===== src/sv/kbsh_pkg.sv =====
// Shared types, codes and helpers for the keyboard strobe handshake port.
`timescale 1ns / 1ps
`default_nettype none
package kbsh_pkg;

	localparam int DEFAULT_FIFO_DEPTH = 16;
	localparam int CHAR_W = 7;
	localparam int BYTE_W = 8;
	localparam logic [BYTE_W-1:0] DATA_AVAIL = 8'h80;
	localparam logic [BYTE_W-1:0] LOWER_A = 8'h61;
	localparam logic [BYTE_W-1:0] LOWER_Z = 8'h7A;
	localparam logic [BYTE_W-1:0] CASE_OFFSET = 8'h20;

	localparam logic [1:0] CMD_PUSH = 2'd0;
	localparam logic [1:0] CMD_ACK = 2'd1;
	localparam logic [1:0] CMD_TICK = 2'd2;

	typedef enum logic [1:0] {
		HS_IDLE = 2'd0,
		HS_WRITE = 2'd1,
		HS_WAIT = 2'd2,
		HS_POLL = 2'd3
	} hs_state_t;

	typedef struct packed {
		logic push;
		logic pop;
		logic [CHAR_W-1:0] data;
	} fifo_req_t;

	typedef struct packed {
		logic full;
		logic empty;
		logic full_nx;
		logic empty_nx;
		logic [CHAR_W-1:0] head;
	} fifo_stat_t;

	function automatic logic [BYTE_W-1:0] fold_char(input logic [BYTE_W-1:0] c);
		logic [BYTE_W-1:0] r;
		r = c;
		if (c >= LOWER_A && c <= LOWER_Z) begin
			r = c - CASE_OFFSET;
		end
		return r;
	endfunction

endpackage
`default_nettype wire


===== src/sv/keyboard_strobe_handshake_port_top.sv =====
// Top level of the keyboard strobe handshake port.
// Path: a word accepted by the input stage is registered there, then processed into the
// output registers once the output can take it (not while a stalled result is held).
// Throughput: one word per cycle; with both registers holding a word, in_ready
// follows out_ready combinationally, so a stalled result holds the input.
// Reset: arst_n clears handshake state, flags, pointers, fill count and outputs;
// the character store is not cleared and holds garbage until written.
`timescale 1ns / 1ps
`default_nettype none
module keyboard_strobe_handshake_port_top #(
	parameter int FIFO_DEPTH = kbsh_pkg::DEFAULT_FIFO_DEPTH
) (
	input wire logic clk,
	input wire logic arst_n,
	input wire logic in_valid,
	output logic in_ready,
	input wire logic [1:0] command,
	input wire logic [7:0] char_code,
	input wire logic clear_level,
	output logic out_valid,
	input wire logic out_ready,
	output logic [7:0] bus_data,
	output logic strobe_res,
	output logic buffer_full,
	output logic buffer_empty,
	output logic char_dropped
);

	logic valid_s1;
	logic [1:0] command_s1;
	logic [7:0] char_s1;
	logic clear_s1;
	logic adv;

	kbsh_pkg::hs_state_t hs_q, hs_d;
	logic ack_q, ack_d;
	logic [7:0] data_q, data_d;
	logic strobe_q, strobe_d;

	logic [7:0] folded;
	logic push_req, dropped;
	logic is_tick;
	logic pop_req;

	kbsh_pkg::fifo_req_t fifo_req;
	kbsh_pkg::fifo_stat_t fifo_stat;

	assign adv = valid_s1 && (!out_valid || out_ready);
	assign in_ready = !valid_s1 || adv;

	always_ff @(posedge clk or negedge arst_n) begin
		if (!arst_n) begin
			valid_s1 <= 1'b0;
		end else if (in_ready) begin
			valid_s1 <= in_valid;
		end
	end

	always_ff @(posedge clk) begin
		if (in_valid && in_ready) begin
			command_s1 <= command;
			char_s1 <= char_code;
			clear_s1 <= clear_level;
		end
	end

	assign folded = kbsh_pkg::fold_char(char_s1);
	assign push_req = adv && (command_s1 == kbsh_pkg::CMD_PUSH);
	assign is_tick = adv && (command_s1 == kbsh_pkg::CMD_TICK);
	assign fifo_req.push = push_req && !folded[7] && !fifo_stat.full;
	assign fifo_req.data = folded[kbsh_pkg::CHAR_W-1:0];
	assign fifo_req.pop = pop_req;
	assign dropped = push_req && !fifo_req.push;

	kbsh_fifo #(
		.DEPTH(FIFO_DEPTH)
	) u_fifo (
		.clk(clk),
		.arst_n(arst_n),
		.req(fifo_req),
		.stat(fifo_stat)
	);

	always_comb begin
		hs_d = hs_q;
		if (is_tick) begin
			case (hs_q)
				kbsh_pkg::HS_IDLE: begin
					if (!fifo_stat.empty) begin
						hs_d = kbsh_pkg::HS_WRITE;
					end
				end
				kbsh_pkg::HS_WRITE: hs_d = kbsh_pkg::HS_WAIT;
				kbsh_pkg::HS_WAIT: begin
					if (ack_q) begin
						hs_d = kbsh_pkg::HS_POLL;
					end
				end
				kbsh_pkg::HS_POLL: begin
					if (!clear_s1) begin
						hs_d = kbsh_pkg::HS_IDLE;
					end
				end
				default: hs_d = kbsh_pkg::HS_IDLE;
			endcase
		end
	end

	always_comb begin
		ack_d = ack_q;
		data_d = data_q;
		strobe_d = strobe_q;
		pop_req = 1'b0;
		if (adv && command_s1 == kbsh_pkg::CMD_ACK) begin
			ack_d = 1'b1;
		end
		if (is_tick) begin
			case (hs_q)
				kbsh_pkg::HS_WRITE: begin
					pop_req = !fifo_stat.empty;
					data_d = kbsh_pkg::DATA_AVAIL | {1'b0, (fifo_stat.empty ?
						{kbsh_pkg::CHAR_W{1'b0}} : fifo_stat.head)};
					strobe_d = 1'b1;
				end
				kbsh_pkg::HS_WAIT: begin
					if (ack_q) begin
						strobe_d = 1'b0;
						ack_d = 1'b0;
					end
				end
				default: begin
				end
			endcase
		end
	end

	always_ff @(posedge clk or negedge arst_n) begin
		if (!arst_n) begin
			hs_q <= kbsh_pkg::HS_IDLE;
			ack_q <= 1'b0;
			data_q <= '0;
			strobe_q <= 1'b0;
			out_valid <= 1'b0;
			bus_data <= '0;
			strobe_res <= 1'b0;
			buffer_full <= 1'b0;
			buffer_empty <= 1'b1;
			char_dropped <= 1'b0;
		end else begin
			hs_q <= hs_d;
			ack_q <= ack_d;
			data_q <= data_d;
			strobe_q <= strobe_d;
			if (adv) begin
				out_valid <= 1'b1;
				bus_data <= data_d;
				strobe_res <= strobe_d;
				buffer_full <= fifo_stat.full_nx;
				buffer_empty <= fifo_stat.empty_nx;
				char_dropped <= dropped;
			end else if (out_ready) begin
				out_valid <= 1'b0;
			end
		end
	end

endmodule
`default_nettype wire


===== src/sv/kbsh_fifo.sv =====
// Character FIFO with a registered head word and write-to-head bypass.
`timescale 1ns / 1ps
`default_nettype none
module kbsh_fifo #(
	parameter int DEPTH = kbsh_pkg::DEFAULT_FIFO_DEPTH
) (
	input wire logic clk,
	input wire logic arst_n,
	input wire kbsh_pkg::fifo_req_t req,
	output kbsh_pkg::fifo_stat_t stat
);

	localparam int PTR_W = (DEPTH > 1) ? $clog2(DEPTH) : 1;
	localparam int CNT_W = $clog2(DEPTH + 1);
	localparam logic [PTR_W-1:0] PTR_LAST = PTR_W'(DEPTH - 1);
	localparam logic [CNT_W-1:0] CNT_FULL = CNT_W'(DEPTH);

	logic [kbsh_pkg::CHAR_W-1:0] mem [DEPTH];
	logic [kbsh_pkg::CHAR_W-1:0] head_q;
	logic [PTR_W-1:0] rd_ptr_q, wr_ptr_q, rd_ptr_d, wr_ptr_d;
	logic [CNT_W-1:0] count_q, count_d;

	always_comb begin
		rd_ptr_d = rd_ptr_q;
		wr_ptr_d = wr_ptr_q;
		count_d = count_q;
		if (req.pop) begin
			rd_ptr_d = (rd_ptr_q == PTR_LAST) ? '0 : rd_ptr_q + 1'b1;
		end
		if (req.push) begin
			wr_ptr_d = (wr_ptr_q == PTR_LAST) ? '0 : wr_ptr_q + 1'b1;
		end
		case ({req.push, req.pop})
			2'b10: count_d = count_q + 1'b1;
			2'b01: count_d = count_q - 1'b1;
			default: count_d = count_q;
		endcase
	end

	always_ff @(posedge clk or negedge arst_n) begin
		if (!arst_n) begin
			rd_ptr_q <= '0;
			wr_ptr_q <= '0;
			count_q <= '0;
		end else begin
			rd_ptr_q <= rd_ptr_d;
			wr_ptr_q <= wr_ptr_d;
			count_q <= count_d;
		end
	end

	// keep head_q equal to the word at the read pointer
	always_ff @(posedge clk) begin
		if (req.push) begin
			mem[wr_ptr_q] <= req.data;
		end
		if (req.push && wr_ptr_q == rd_ptr_d) begin
			head_q <= req.data;
		end else begin
			head_q <= mem[rd_ptr_d];
		end
	end

	assign stat.full = (count_q == CNT_FULL);
	assign stat.empty = (count_q == '0);
	assign stat.full_nx = (count_d == CNT_FULL);
	assign stat.empty_nx = (count_d == '0);
	assign stat.head = head_q;

endmodule
`default_nettype wire


===== config.mk =====
export PLATFORM = sky130hd
export DESIGN_NAME = keyboard_strobe_handshake_port_top
export DESIGN_NICKNAME = d
export VERILOG_FILES = /design/src/sv/kbsh_pkg.sv /design/src/sv/keyboard_strobe_handshake_port_top.sv /design/src/sv/kbsh_fifo.sv
export SDC_FILE = /design/constraint.sdc
export NUM_CORES = 1
export LEC_CHECK = 0
export ABC_AREA = 1
export BUFFER_PORTS_ARGS = -buffer_cell sky130_fd_sc_hd__buf_2
export CAP_MARGIN = 10
export CORE_MARGIN = 10
export CORE_UTILIZATION = 50
export CTS_BUF_LIST = sky130_fd_sc_hd__clkbuf_8
export DETAILED_ROUTE_END_ITERATION = 12
export PLACE_DENSITY = 0.75
export SLEW_MARGIN = 20
export SYNTH_ARGS = -nofsm -noshare
export SYNTH_HDL_FRONTEND = slang
export SYNTH_HIERARCHICAL = 1
export SYNTH_SLANG_ARGS = --single-unit

===== constraint.sdc =====
create_clock -name clk -period 3.7 [get_ports clk]
set_clock_uncertainty 0.1 [all_clocks]
set_input_delay 0.37 -clock clk [delete_from_list [all_inputs] [get_ports clk]]
set_output_delay 0.37 -clock clk [all_outputs]
set_load 0.1 [all_outputs]

* After elaboration in Yosys (flattened, before gate mapping)
Memory sizes are Yosys's and may differ from the RTL's. A register that Yosys moved wholly into a read port is not among the register bits.
Index checks and enable logic that the tools add are counted.
** Word-level totals
- Output and inout port bits :: 14
- Flip-flop bits (word level) :: 50
- Input bits :: 15
- Logic and storage cells :: 87
- Memories :: 1
- Memory bits (writable) :: 112
** Memories
- u_fifo.mem :: depth 16, bits a word 7, rd ports 1, clocked after Yosys merged registers in 1, wr ports 1, RTL line kbsh_fifo.sv:18 : logic [kbsh_pkg::CHAR_W-1:0] mem [DEPTH];
** Operators by class
- Reductions and logical operators :: 23
- Muxes and demuxes :: 25
- Equality and inequality tests :: 14
- $add $sub $neg :: 5
- Order comparisons :: 2
** Operators by type and width (number)
- $mux W8 :: 3
- $mux W1 :: 12
- $mux W4 :: 3
- $eq A5 B5 Y1 const B :: 2
- $logic_not A5 Y1 :: 2
- $pmux W5 S2 :: 1
- $logic_and A1 B1 Y1 :: 9
- $add A4 B1 Y4 const B :: 2
- $eq A2 B2 Y1 const B :: 4
- $eq A4 B4 Y1 const B :: 2
- $ge A8 B7 Y1 const B :: 1
- $le A8 B7 Y1 const B :: 1
- $pmux W2 S4 :: 1
- $sub A8 B6 Y8 const B :: 1
- $mux W7 :: 1
- $eq A2 B1 Y1 const B :: 3
- $logic_not A1 Y1 :: 6
- $mux W2 :: 3
- $ne A2 B2 Y1 const B :: 3
- $add A5 B1 Y5 const B :: 1
- $sub A5 B1 Y5 const B :: 1
- $logic_not A2 Y1 :: 2
- $reduce_and A4 Y1 :: 1
- $logic_or A1 B1 Y1 :: 2
- 2 further kinds :: 2

* Logic depth before layout (Yosys ltp)
Gate-level depths: netlist of the first run.
- Depth in word-level cells :: 9
- Mapped depth :: 24
- Mapped depth without buffers :: 23

* Hierarchy
Netlist of the first run, hierarchy kept.
** Modules (own cells, without submodules)
- kbsh_fifo :: times used 1, area each 5482.8 um^2, cells an instance 470
- keyboard_strobe_handshake_port_top :: times used 1, area each 1731.7 um^2, cells an instance 179

* Worst setup path after synthesis of the first run
No wires, ideal clock.
- Kind :: reg-to-reg
- Start :: register out_valid
- End :: register buffer_full
- Buffers on the path :: 1
- Slack :: 0.313 ns
- Setup time :: 0.068 ns
- Data arrival time :: 3.219 ns
- Cell stages (with the launch flop) :: 19
- Clock period less this slack :: 3.387 ns
- Path through :: dfrtp_1 > nand2_2 > nand2_4 > nor2_8 > buf_12 > nand2_2 > nor2_1 > ha_1 > nand2_1 > inv_1 > nor2_1 > ha_1 > o21ai_0 > nand2_1 > nor2_1 > nand3_1 > nor2_1 > nand2_1 > nand2_1
** RTL lines
- start, declared :: RTL line keyboard_strobe_handshake_port_top.sv:20 : output logic out_valid,
- start signal, assigned :: RTL line keyboard_strobe_handshake_port_top.sv:143 : out_valid <= 1'b0;
- start signal, assigned :: RTL line keyboard_strobe_handshake_port_top.sv:155 : out_valid <= 1'b1;
- start signal, assigned :: RTL line keyboard_strobe_handshake_port_top.sv:162 : out_valid <= 1'b0;
- end signal, assigned :: RTL line keyboard_strobe_handshake_port_top.sv:158 : buffer_full <= fifo_stat.full_nx;
- end, declared :: RTL line keyboard_strobe_handshake_port_top.sv:24 : output logic buffer_full,

==> results.json, run 1 <==
{
  "core_area_um2": 14000,
  "grt_setup_unrepaired": "false",
  "dpl_cell_area_um2": 7520,
  "drt-vias-per-instance": 5.44,
  "synth_edf_count": 123,
  "die_area_um2": 19600,
  "final_antenna_net_count": 0,
  "route.final.wire_length_um": 15500,
  "netlist.area_leader.share_pct": 51.2,
  "synthFlopType": "sky130_fd_sc_hd__edfxtp_1",
  "globalRouteTotalUtil_pct": 16.1,
  "num_antenna_cells": 0,
  "register_area_um2": 4750,
  "rows": 43,
  "cts_root_buf": "sky130_fd_sc_hd__clkbuf_8",
  "power_leakage_nw": 3.16,
  "post_synth_instance_area_um2": 7210,
  "path_common_cell": "sky130_fd_sc_hd__nand2_1",
  "critical_path.startpoint_type": "register",
  "die-height_um": 140,
  "synth-seq-area-share_pct": 65.9,
  "worst_reg_to_reg_cells": 19,
  "grt_pass1_vias": 4819,
  "critical_path.max_stage_delay_ns": 0.70,
  "critical_path_required_ns": 4.00,
  "area.growth.synth_to_final_pct": 12.1,
  "post_synth_main_area_contributors": "sky130_fd_sc_hd__edfxtp_1 51%, sky130_fd_sc_hd__dfrtp_1 13%, sky130_fd_sc_hd__nor2_1 5.3%, sky130_fd_sc_hd__nand2_1 5.2%, sky130_fd_sc_hd__o21ai_0 4.3%",
  "fp.dieW_um": 140,
  "peakVddDrop_mv": 0.432,
  "grt_pass1_wl_um": 24800,
  "dr.pass1.iters": 5,
  "final_design_area_no_fill_um2": 8090,
  "final_layout_size_suffix_gt1_share_pct": 15.8,
  "drt-initial-drc-count": 635,
  "floorplan.initialDensity_pct": 51.6,
  "max_freq_ghz": 0.310,
  "drc": 0,
  "drv_slew": 0,
  "gpl.final_weighted_congestion": 0.878,
  "number_of_buffers_added_for_setup_after_cts": 0,
  "worst_skew_pair.late_latency_ns": 0.46,
  "globalRouteOverflowTotal": 0,
  "multiInputGateArea_um2": 2090,
  "hold_buffer_count_at_cts": 11,
  "synth.yosys.warnings": 6,
  "timing.final.crit_share_pct": 87.2,
  "tritoncts_clock_tree": "yes",
  "min_path_cells": 3,
  "postSynth.asyncResetShare_pct": 23.5,
  "power_density_nw_per_um2": 712,
  "max_slew.worst_pin.slew_ns": 0.932,
  "critical_path_peak_fanout": 18,
  "cts.sink_count": 166,
  "final_count_of_hold_timing_violations": 0,
  "critPathKind": "reg2reg",
  "cts.repair.resized": 0,
  "fin_setup_tns_ns": 0,
  "synthDominantAreaCellType": "sky130_fd_sc_hd__edfxtp_1",
  "cts.htree.levels": 4,
  "finalSetupViolations": 0,
  "period_needed_ns": 3.23,
  "fillerInstances": 1110,
  "run_status": "finished, final reports clean",
  "worstPathArrival_ns": 3.52,
  "synthesis.nets": 678,
  "detailedPlacementHpwl_um": 9980,
  "synthesis.instances": 649,
  "wl_per_cell_um": 17.4,
  "synth.avg_cell_area_um2": 11.1,
  "cts_buffers": 17,
  "endpoint_kind": "register",
  "final_core_utilization_pct": 57.8,
  "grt_max_degree": 57,
  "fin_nets": 725,
  "timing.slew.headroom_pct": 37.6,
  "max-clock-path-buffers": 2,
  "design_power_total_mw": 5.76,
  "via_count": 4840,
  "cts.clk_slew.worst_paths_ns": 0.08,
  "grt_antenna_before_repair": 0,
  "portBuffers": 28,
  "drv.max_cap_violation_count": 0,
  "crit_path_cell_trace": "nand2_1 -> nand2_1 -> nand2_1 -> nand4_1 -> nand3_1 -> inv_1 -> inv_1 -> ha_1 -> nand2_1 -> inv_1 -> nor2_1 -> ha_1 -> o21ai_0 -> nand2_1 -> nor2_1 -> nand3_1 -> nor2_1 -> nand2_1 -> nand2_1",
  "hold_path.class": "in2reg",
  "synth_cell_type_count": 39,
  "cp_slowest_cell": "sky130_fd_sc_hd__edfxtp_1",
  "postSynthRegisterBits": 166,
  "ios": 29
}
-- power by group --
group	total [mW]	leakage [nW]	internal, mW	switching [mW]
Clock	1.43	0.218	0.794	0.639
Combinational	1.94	1.31	0.508	1.44
Sequential	2.38	1.63	2.22	0.158
Total	5.76	3.16	3.52	2.23
-- worst max-delay path: cells and delay by family, from the launching register on --
kind,cells,cell delay (ns)
and+or+nand+nor,13,1.23
DFF,1,0.70
adders and majority gates,2,0.54
buffers and inverters,3,0.38
AOI/OAI and AO/OA,1,0.21
-- through the flow --
| step | std cells | setup slack [ns] | hold WS (ns) |
|---|---|---|---|
| after global placement | 845 | 0.683 | 0.336 |
| after global routing | 889 | 0.0483 | 0.0492 |
| after CTS | 888 | 0.470 | 0.00194 |
| final | 889 | 0.474 | 0.0525 |
| after detailed placement | 845 | 0.487 | 0.345 |
| after floorplan | 649 | 0.313 | -0.0256 |
-- cell families after synthesis --
logic type | after synthesis | synth area share, %
and+or+nand+nor | 270 | 16.4
AOI/OAI and AO/OA | 114 | 9.43
xor gates and xnor gates | 4 | 0.486
adders and majority gates | 14 | 2.43
DFF | 166 | 65.9
buffers and inverters | 80 | 5.24
muxes | 1 | 0.156
-- cells in the mapped netlist (4+ instances only) --
cell type / count
sky130_fd_sc_hd__ha_1: 14
sky130_fd_sc_hd__nand2_2: 9
sky130_fd_sc_hd__clkbuf_1: 11
sky130_fd_sc_hd__o21ai_0: 62
sky130_fd_sc_hd__nand2_1: 99
sky130_fd_sc_hd__o21ai_2: 9
sky130_fd_sc_hd__nor2_2: 12
sky130_fd_sc_hd__nand3_1: 36
sky130_fd_sc_hd__nor2_1: 102
sky130_fd_sc_hd__dfrtp_1: 38
sky130_fd_sc_hd__o211ai_1: 28
sky130_fd_sc_hd__buf_2: 8
sky130_fd_sc_hd__dfxtp_1: 4
sky130_fd_sc_hd__edfxtp_1: 123
sky130_fd_sc_hd__buf_4: 4
sky130_fd_sc_hd__inv_1: 50
sky130_fd_sc_hd__o21ai_1: 11
-- cell type report --
class / instances / share of cell area, %
sequential: 166 / 58.8
multi-input combinational: 403 / 25.8
timing repair buffer: 56 / 4.70
clock buffer: 17 / 2.89
tap: 180 / 2.79
clock inverter: 15 / 2.62
inverter: 52 / 2.45
-- metal layers --
metal / vias up / part of all wire, % / GRT usage, %
li1: 2307 / - / -
met1: 2336 / 40 / 19.0
met2: 173 / 50 / 27.3
met3: 24 / 7.0 / 3.85
met4: 0 / 2.4 / 6.90
met5: - / 0 / 0
-- worst paths after layout --
path / startpoint / to / slack [ns]
max in group asynchronous: arst_n / u_fifo/rd_ptr_q[3] / 2.47
setup / recovery: char_s1[0] / buffer_full / 0.47
setup reg to reg: char_s1[0] / buffer_full / 0.47
hold / removal: in_valid / valid_s1 / 0.05
hold reg to reg: data_q[7] / data_q[7] / 0.37
min in group asynchronous: arst_n / u_fifo/count_q[3] / 0.46
-- sequential cells by signal, indices dropped and copies added (netlist names), named ones only --
register         count
strobe_q             1
buffer_empty         1
valid_s1             1
u_fifo/mem         112
bus_data             8
hs_q                 2
ack_q                1
buffer_full          1
data_q               8
char_dropped         1
out_valid            1
u_fifo/count_q       5
char_s1              8
u_fifo/rd_ptr_q      4
u_fifo/wr_ptr_q      4
command_s1           2
clear_s1             1
strobe_res           1
-- cell usage in the layout, fill, tap and decap left out, drive strengths merged --
master	instances
a21oi	2
a41oi	1
and3	1
buf	44
bufinv	5
clkbuf	17
clkinv	6
clkinvlp	3
dfrtp	38
dfstp	1
dfxtp	4
dlygate4sd3	12
edfxtp	123
ha	14
inv	53
mux2	1
nand2	109
nand3	37
nand3b	1
nand4	4
nor2	116
nor3	1
nor4	1
o211ai	28
o21ai	82
o21bai	1
xnor2	1
xor2	3
Note: power is estimated with default switching activity, not from simulation.
==> inputs of run 2 (changes only) <==
CORE_ASPECT_RATIO = 0.75   (was unset)
PLACE_DENSITY = 0.67   (was 0.75)
TNS_END_PERCENT = 30   (was unset)
==> run 2 against run 1 <==
Effect of this change:
- global-route usage rose by 0.20 points
- core utilization is essentially flat
- count of clock-buffer cells in the layout is the same
- register-to-register slack better by 0.03 ns
- flip-flop and latch count stayed put
- via count rose by 0.33%
- largest cell class unchanged
==> results.json, run 2 (synthesis gave the netlist of run 1 again) <==
{
  "final_antenna_net_count": 0,
  "detailedPlacementHpwl_um": 10400,
  "drv.max_cap_violation_count": 0,
  "largest_reg_flops": 112,
  "tritoncts_clock_tree": "yes",
  "met2_track_demand_over_resource_pct": 25.4,
  "grt_pass1_vias": 4555,
  "grt_pass1_wl_um": 24800,
  "max_freq_ghz": 0.313,
  "cts.htree.levels": 4,
  "grt_setup_unrepaired": "false",
  "die_area_um2": 19700,
  "area.growth.synth_to_final_pct": 11.6,
  "final_common_cell": "sky130_fd_sc_hd__edfxtp_1",
  "cts.sink_count": 166,
  "fp.dieW_um": 159,
  "via_count": 4856,
  "internal_power_mw": 3.33,
  "number_of_buffers_added_for_setup_after_cts": 0,
  "portBuffers": 28,
  "dpl_cell_area_um2": 7570,
  "regMostFlops": "u_fifo/mem",
  "ios": 29,
  "clockPowerShare_pct": 22.0,
  "drt-vias-per-instance": 5.37,
  "power.share.sequential_pct": 43.0,
  "fin_worst_hold_slack_ns": 0.0226,
  "max-clock-path-buffers": 2,
  "timing.slew.headroom_pct": 27.1,
  "fin_nets": 726,
  "drt-initial-drc-count": 425,
  "grtUsageMet1_pct": 22.2,
  "globalRouteTotalUtil_pct": 16.3,
  "final_count_of_hold_timing_violations": 0,
  "gpl.final_weighted_congestion": 0.839,
  "hold_path.class": "in2reg",
  "drc": 0,
  "comb_power_share_pct": 35.0,
  "drv_slew": 0,
  "route.final.wire_length_um": 15800,
  "power_leakage_nw": 3.14,
  "period_needed_ns": 3.20,
  "timing.final.crit_share_pct": 86.4,
  "final_layout_size_suffix_gt1_share_pct": 15.9,
  "critical_path.startpoint_type": "register",
  "worst_skew_pair.late_latency_ns": 0.44,
  "critPathKind": "reg2reg",
  "switching_share_pct": 40.2,
  "endpoint_kind": "register",
  "run_status": "finished, final reports clean",
  "fin_setup_tns_ns": 0,
  "finalSetupViolations": 0,
  "cts.clk_slew.worst_paths_ns": 0.08,
  "cts.repair.resized": 0,
  "core_area_um2": 13900,
  "num_antenna_cells": 0,
  "grt_max_degree": 57,
  "grtUsageMet3_pct": 3.59,
  "cts_buffers": 17,
  "die-height_um": 124,
  "dr.pass1.iters": 4,
  "critical_path_required_ns": 3.99,
  "globalRoute.busiestLayer": "met2",
  "final_design_area_no_fill_um2": 8050,
  "final_cell_mix": "123 x sky130_fd_sc_hd__edfxtp_1, 102 x sky130_fd_sc_hd__nor2_1, 99 x sky130_fd_sc_hd__nand2_1",
  "floorplan.initialDensity_pct": 51.8,
  "worstPathArrival_ns": 3.48,
  "grt_antenna_before_repair": 0,
  "max_slew.worst_pin.slew_ns": 1.09,
  "peakVddDrop_mv": 0.372,
  "critical_path_peak_fanout": 18,
  "cts_root_buf": "sky130_fd_sc_hd__clkbuf_8",
  "globalRouteOverflowTotal": 0,
  "switchingPower_mw": 2.24,
  "rows": 37,
  "power_density_nw_per_um2": 692,
  "wl_per_cell_um": 17.5
}
## run 2: cell types whose count changed in the layout (fill, tap and decap cells not counted), sizes merged
cell / delta
buf: +3
bufinv: -3
clkinv: -3
clkinvlp: +3
inv: +3
dlygate4sd3: -2
## run 2: final cells by class
class                           count  area, um2
Clock buffer                       17        234
Clock inverter                     15        141
Fill cell                        1157       5890
Inverter                           52        198
Multi-Input combinational cell    403       2090
Sequential cell                   166       4750
Tap cell                          195        244
Timing Repair Buffer               57        395
## run 2: path summary, 6_finish.rpt
path | endpoint | slack, ns | from | depth (start not counted)
max | buffer_full | 0.50 | char_s1[0] | 22
max reg2reg | buffer_full | 0.50 | char_s1[0] | 22
min | char_s1[0] | 0.02 | char_code[0] | 1
min in group asynchronous | bus_data[0] | 0.47 | arst_n | 2
min reg2reg | data_q[7] | 0.35 | data_q[7] | 2
max in group asynchronous | u_fifo/wr_ptr_q[2] | 2.46 | arst_n | 2
## run 2: worst max-delay path, cell delays in order (launching register included)
cell	delay, ns
sky130_fd_sc_hd__edfxtp_1	0.68
sky130_fd_sc_hd__nand2_1	0.12
sky130_fd_sc_hd__nand2_1	0.09
sky130_fd_sc_hd__nand2_1	0.06
sky130_fd_sc_hd__nand4_1	0.09
sky130_fd_sc_hd__nand3_1	0.09
sky130_fd_sc_hd__inv_1	0.20
sky130_fd_sc_hd__inv_1	0.11
sky130_fd_sc_hd__ha_1	0.29
sky130_fd_sc_hd__nand2_1	0.10
sky130_fd_sc_hd__inv_1	0.05
sky130_fd_sc_hd__nor2_1	0.13
sky130_fd_sc_hd__ha_1	0.17
sky130_fd_sc_hd__inv_1	0.06
sky130_fd_sc_hd__nand2_1	0.11
sky130_fd_sc_hd__nand2_1	0.06
sky130_fd_sc_hd__nand3_1	0.09
sky130_fd_sc_hd__nand2_1	0.07
sky130_fd_sc_hd__nor2_1	0.09
sky130_fd_sc_hd__nand3_1	0.13
sky130_fd_sc_hd__nor2_1	0.12
sky130_fd_sc_hd__nand2_1	0.06
sky130_fd_sc_hd__nand2_1	0.07
## run 2: through the flow
stage,power [mW],std cells,utilization (%),worst slack (ns)
after floorplan,3.95,649,-,0.313
after global placement,4.31,863,54.4,0.697
after detailed placement,4.37,863,54.4,0.551
after CTS,5.59,904,57.7,0.509
after global routing,5.93,905,57.8,0.0481
final,5.57,905,57.8,0.502
## run 2: timing repair
action / 4_1_cts / 5_1_grt
endpoints found under the setup margin: 0 / 0
hold buffers: 9 / 1
hold endpoints to repair: 46 / 1
## run 2: power groups by stage
stage / Sequential [mW] / Clock [mW] / Combinational, mW
2_1_floorplan: 2.77 / 0 / 1.17
3_3_place_gp: 2.43 / 0 / 1.89
3_5_place_dp: 2.43 / 0 / 1.94
4_1_cts: 2.39 / 1.25 / 1.95
5_1_grt: 2.43 / 1.33 / 2.17
6_report: 2.39 / 1.23 / 1.95
## run 2: metal layers
layer  share of wire (%)  up-vias
met5                   0        -
met4                 1.8        0
met3                 7.2       24
met2                  46      184
met1                  45     2335
li1                    -     2313
==> inputs of run 3 (changes only) <==
PLACE_DENSITY = 0.69   (was 0.67)
clock period = 2.9 ns   (was 3.7 ns; I/O delays follow)
==> run 3 against run 2 <==
Effect of this change:
- hold slack improved by 0.025 ns
- largest cell class unchanged
- die area unchanged
- core utilization increased by 1.0 points
==> results.json, run 3 (synthesis gave the netlist of run 1 again) <==
{
  "critical_path_required_ns": 3.21,
  "drv.max_cap_violation_count": 0,
  "final_cell_mix": "123 x sky130_fd_sc_hd__edfxtp_1, 99 x sky130_fd_sc_hd__nand2_1, 98 x sky130_fd_sc_hd__nor2_1",
  "grt_antenna_before_repair": 0,
  "globalRouteTotalUtil_pct": 15.8,
  "finalSetupViolations": 0,
  "crit_path_cell_trace": "nand2_4 -> nand4_1 -> nor2_1 -> nand3_1 -> inv_2 -> inv_2 -> ha_4 -> nor2_2 -> nor2_2 -> ha_1 -> inv_1 -> nand2_1 -> inv_1 -> nand2_1 -> nand3_1 -> nand2_1 -> nor2_1 -> nand3_1 -> nor2_1 -> nand2_1 -> nand2_1",
  "timing.slew.headroom_pct": 38.8,
  "gpl.final_weighted_congestion": 0.813,
  "tritoncts_clock_tree": "yes",
  "grt_pass1_vias": 4643,
  "wl_met1_um": 7050,
  "core_area_um2": 13900,
  "floorplan.initialDensity_pct": 51.8,
  "critical_path.startpoint_type": "register",
  "die-height_um": 124,
  "drv_slew": 0,
  "run_status": "finished, final reports clean",
  "fin_ws_ns": 0.226,
  "cts.clk_slew.worst_paths_ns": 0.10,
  "power_density_nw_per_um2": 887,
  "path_common_cell": "sky130_fd_sc_hd__nand2_1",
  "largest_reg_flops": 112,
  "met3WireLength_um": 1160,
  "final_core_utilization_pct": 58.8,
  "detailedPlacementHpwl_um": 10000,
  "critPathTopFamily": "simple AND/OR/NAND/NOR gates",
  "route.final.wire_length_um": 15500,
  "grt_pass1_wl_um": 24700,
  "cp_slowest_cell": "sky130_fd_sc_hd__dfrtp_4",
  "final_common_cell": "sky130_fd_sc_hd__edfxtp_1",
  "fin_setup_tns_ns": 0,
  "power_leakage_nw": 3.20,
  "period_needed_ns": 2.67,
  "dr_wl_met2_um": 7040,
  "cts_buffers": 17,
  "final_count_of_hold_timing_violations": 0,
  "rows": 37,
  "hold_path.class": "in2reg",
  "cts.sink_count": 166,
  "die_area_um2": 19700,
  "drt-initial-drc-count": 475,
  "fin_nets": 739,
  "final_layout_size_suffix_gt1_share_pct": 18.7,
  "via_count": 4834,
  "drt-vias-per-instance": 5.27,
  "cts_root_buf": "sky130_fd_sc_hd__clkbuf_8",
  "max_slew.worst_pin.slew_ns": 0.918,
  "wl_per_cell_um": 16.9,
  "num_antenna_cells": 0,
  "portBuffers": 28,
  "critical_path.max_stage_delay_ns": 0.50,
  "reg2reg_setup_slack_ns": 0.23,
  "ios": 29,
  "drc": 0,
  "critPathKind": "reg2reg",
  "dr.pass1.iters": 5,
  "globalRouteOverflowTotal": 0,
  "top_sig_layer": "met4",
  "max-clock-path-buffers": 2,
  "regMostFlops": "u_fifo/mem",
  "worstPathArrival_ns": 2.98,
  "dp_slack_ns": 0.184,
  "critical_path_peak_fanout": 7,
  "worst_skew_pair.late_latency_ns": 0.46,
  "peakVddDrop_mv": 0.465,
  "grt_max_degree": 57,
  "number_of_buffer_and_inverter_instances_along_the_worst_setup_path": 4,
  "fp.dieW_um": 159,
  "area.growth.synth_to_final_pct": 13.5,
  "cts.htree.levels": 4,
  "max_freq_ghz": 0.374,
  "timing.final.crit_share_pct": 92.2,
  "endpoint_kind": "register",
  "final_antenna_net_count": 0
}
==> run 3: cell types whose count changed in the layout (fill, tap and decap cells not counted), moves of 4 or more <==
cell	previous run	this run
sky130_fd_sc_hd__nor2_1	102	98
sky130_fd_sc_hd__inv_1	53	47
sky130_fd_sc_hd__buf_4	18	28
sky130_fd_sc_hd__clkinvlp_4	6	2
sky130_fd_sc_hd__inv_6	1	6
==> run 3: repair_timing <==
item                                    4_1_cts  5_1_grt
hold buffers                                 13        0
endpoints found under the hold margin        50        0
gates resized for setup                       0        9
endpoints found under the setup margin        0        2
buffers inserted                              0        3
==> run 3: worst paths after layout <==
kind,from,endpoint,cells after the start
setup / recovery,out_valid,buffer_empty,21
hold / removal,out_ready,out_valid,4
setup reg to reg,out_valid,buffer_empty,21
hold reg to reg,data_q[7],data_q[7],2
max in group asynchronous,arst_n,out_valid,2
min in group asynchronous,arst_n,bus_data[5],2
==> run 3: area by class of cell <==
type | instances | area (um2)
fill | 1133 | 5740
clock buffer | 17 | 234
tap | 195 | 244
multi-input combinational | 403 | 2120
inverter | 52 | 198
clock inverter | 15 | 143
sequential | 166 | 4750
timing repair buffer | 70 | 500
==> run 3: through the flow <==
step	area (um2)	hold WS, ns	cells	power (mW)
2_1_floorplan	7230	-0.106	649	5.04
5_1_grt	8190	0.0394	918	7.69
3_5_place_dp	7640	0.342	870	5.64
6_report	8190	0.0472	918	7.26
4_1_cts	8150	0.0254	915	7.24
3_3_place_gp	7640	0.335	870	5.57
==> run 3: routing by layer <==
metal,vias up,GRT usage (%)
li1,2345,-
met1,2300,21.5
met2,166,24.7
met3,23,4.02
met4,0,5.13
met5,-,0
==> run 3: power breakdown <==
group          total, mW  leakage (nW)  internal, mW  switching (mW)
clock network       1.60         0.185         0.698           0.897
registers           3.02          1.63          2.83           0.186
logic               2.65          1.39         0.713            1.93
total               7.26          3.20          4.25            3.02
==> run 3: worst register-to-register path, delay by kind of cell (launching register included) <==
family / cells / cell delay, ns
and+or+nand+nor: 15 / 1.40
DFF: 1 / 0.50
adders and majority gates: 2 / 0.37
buffers and inverters: 4 / 0.28
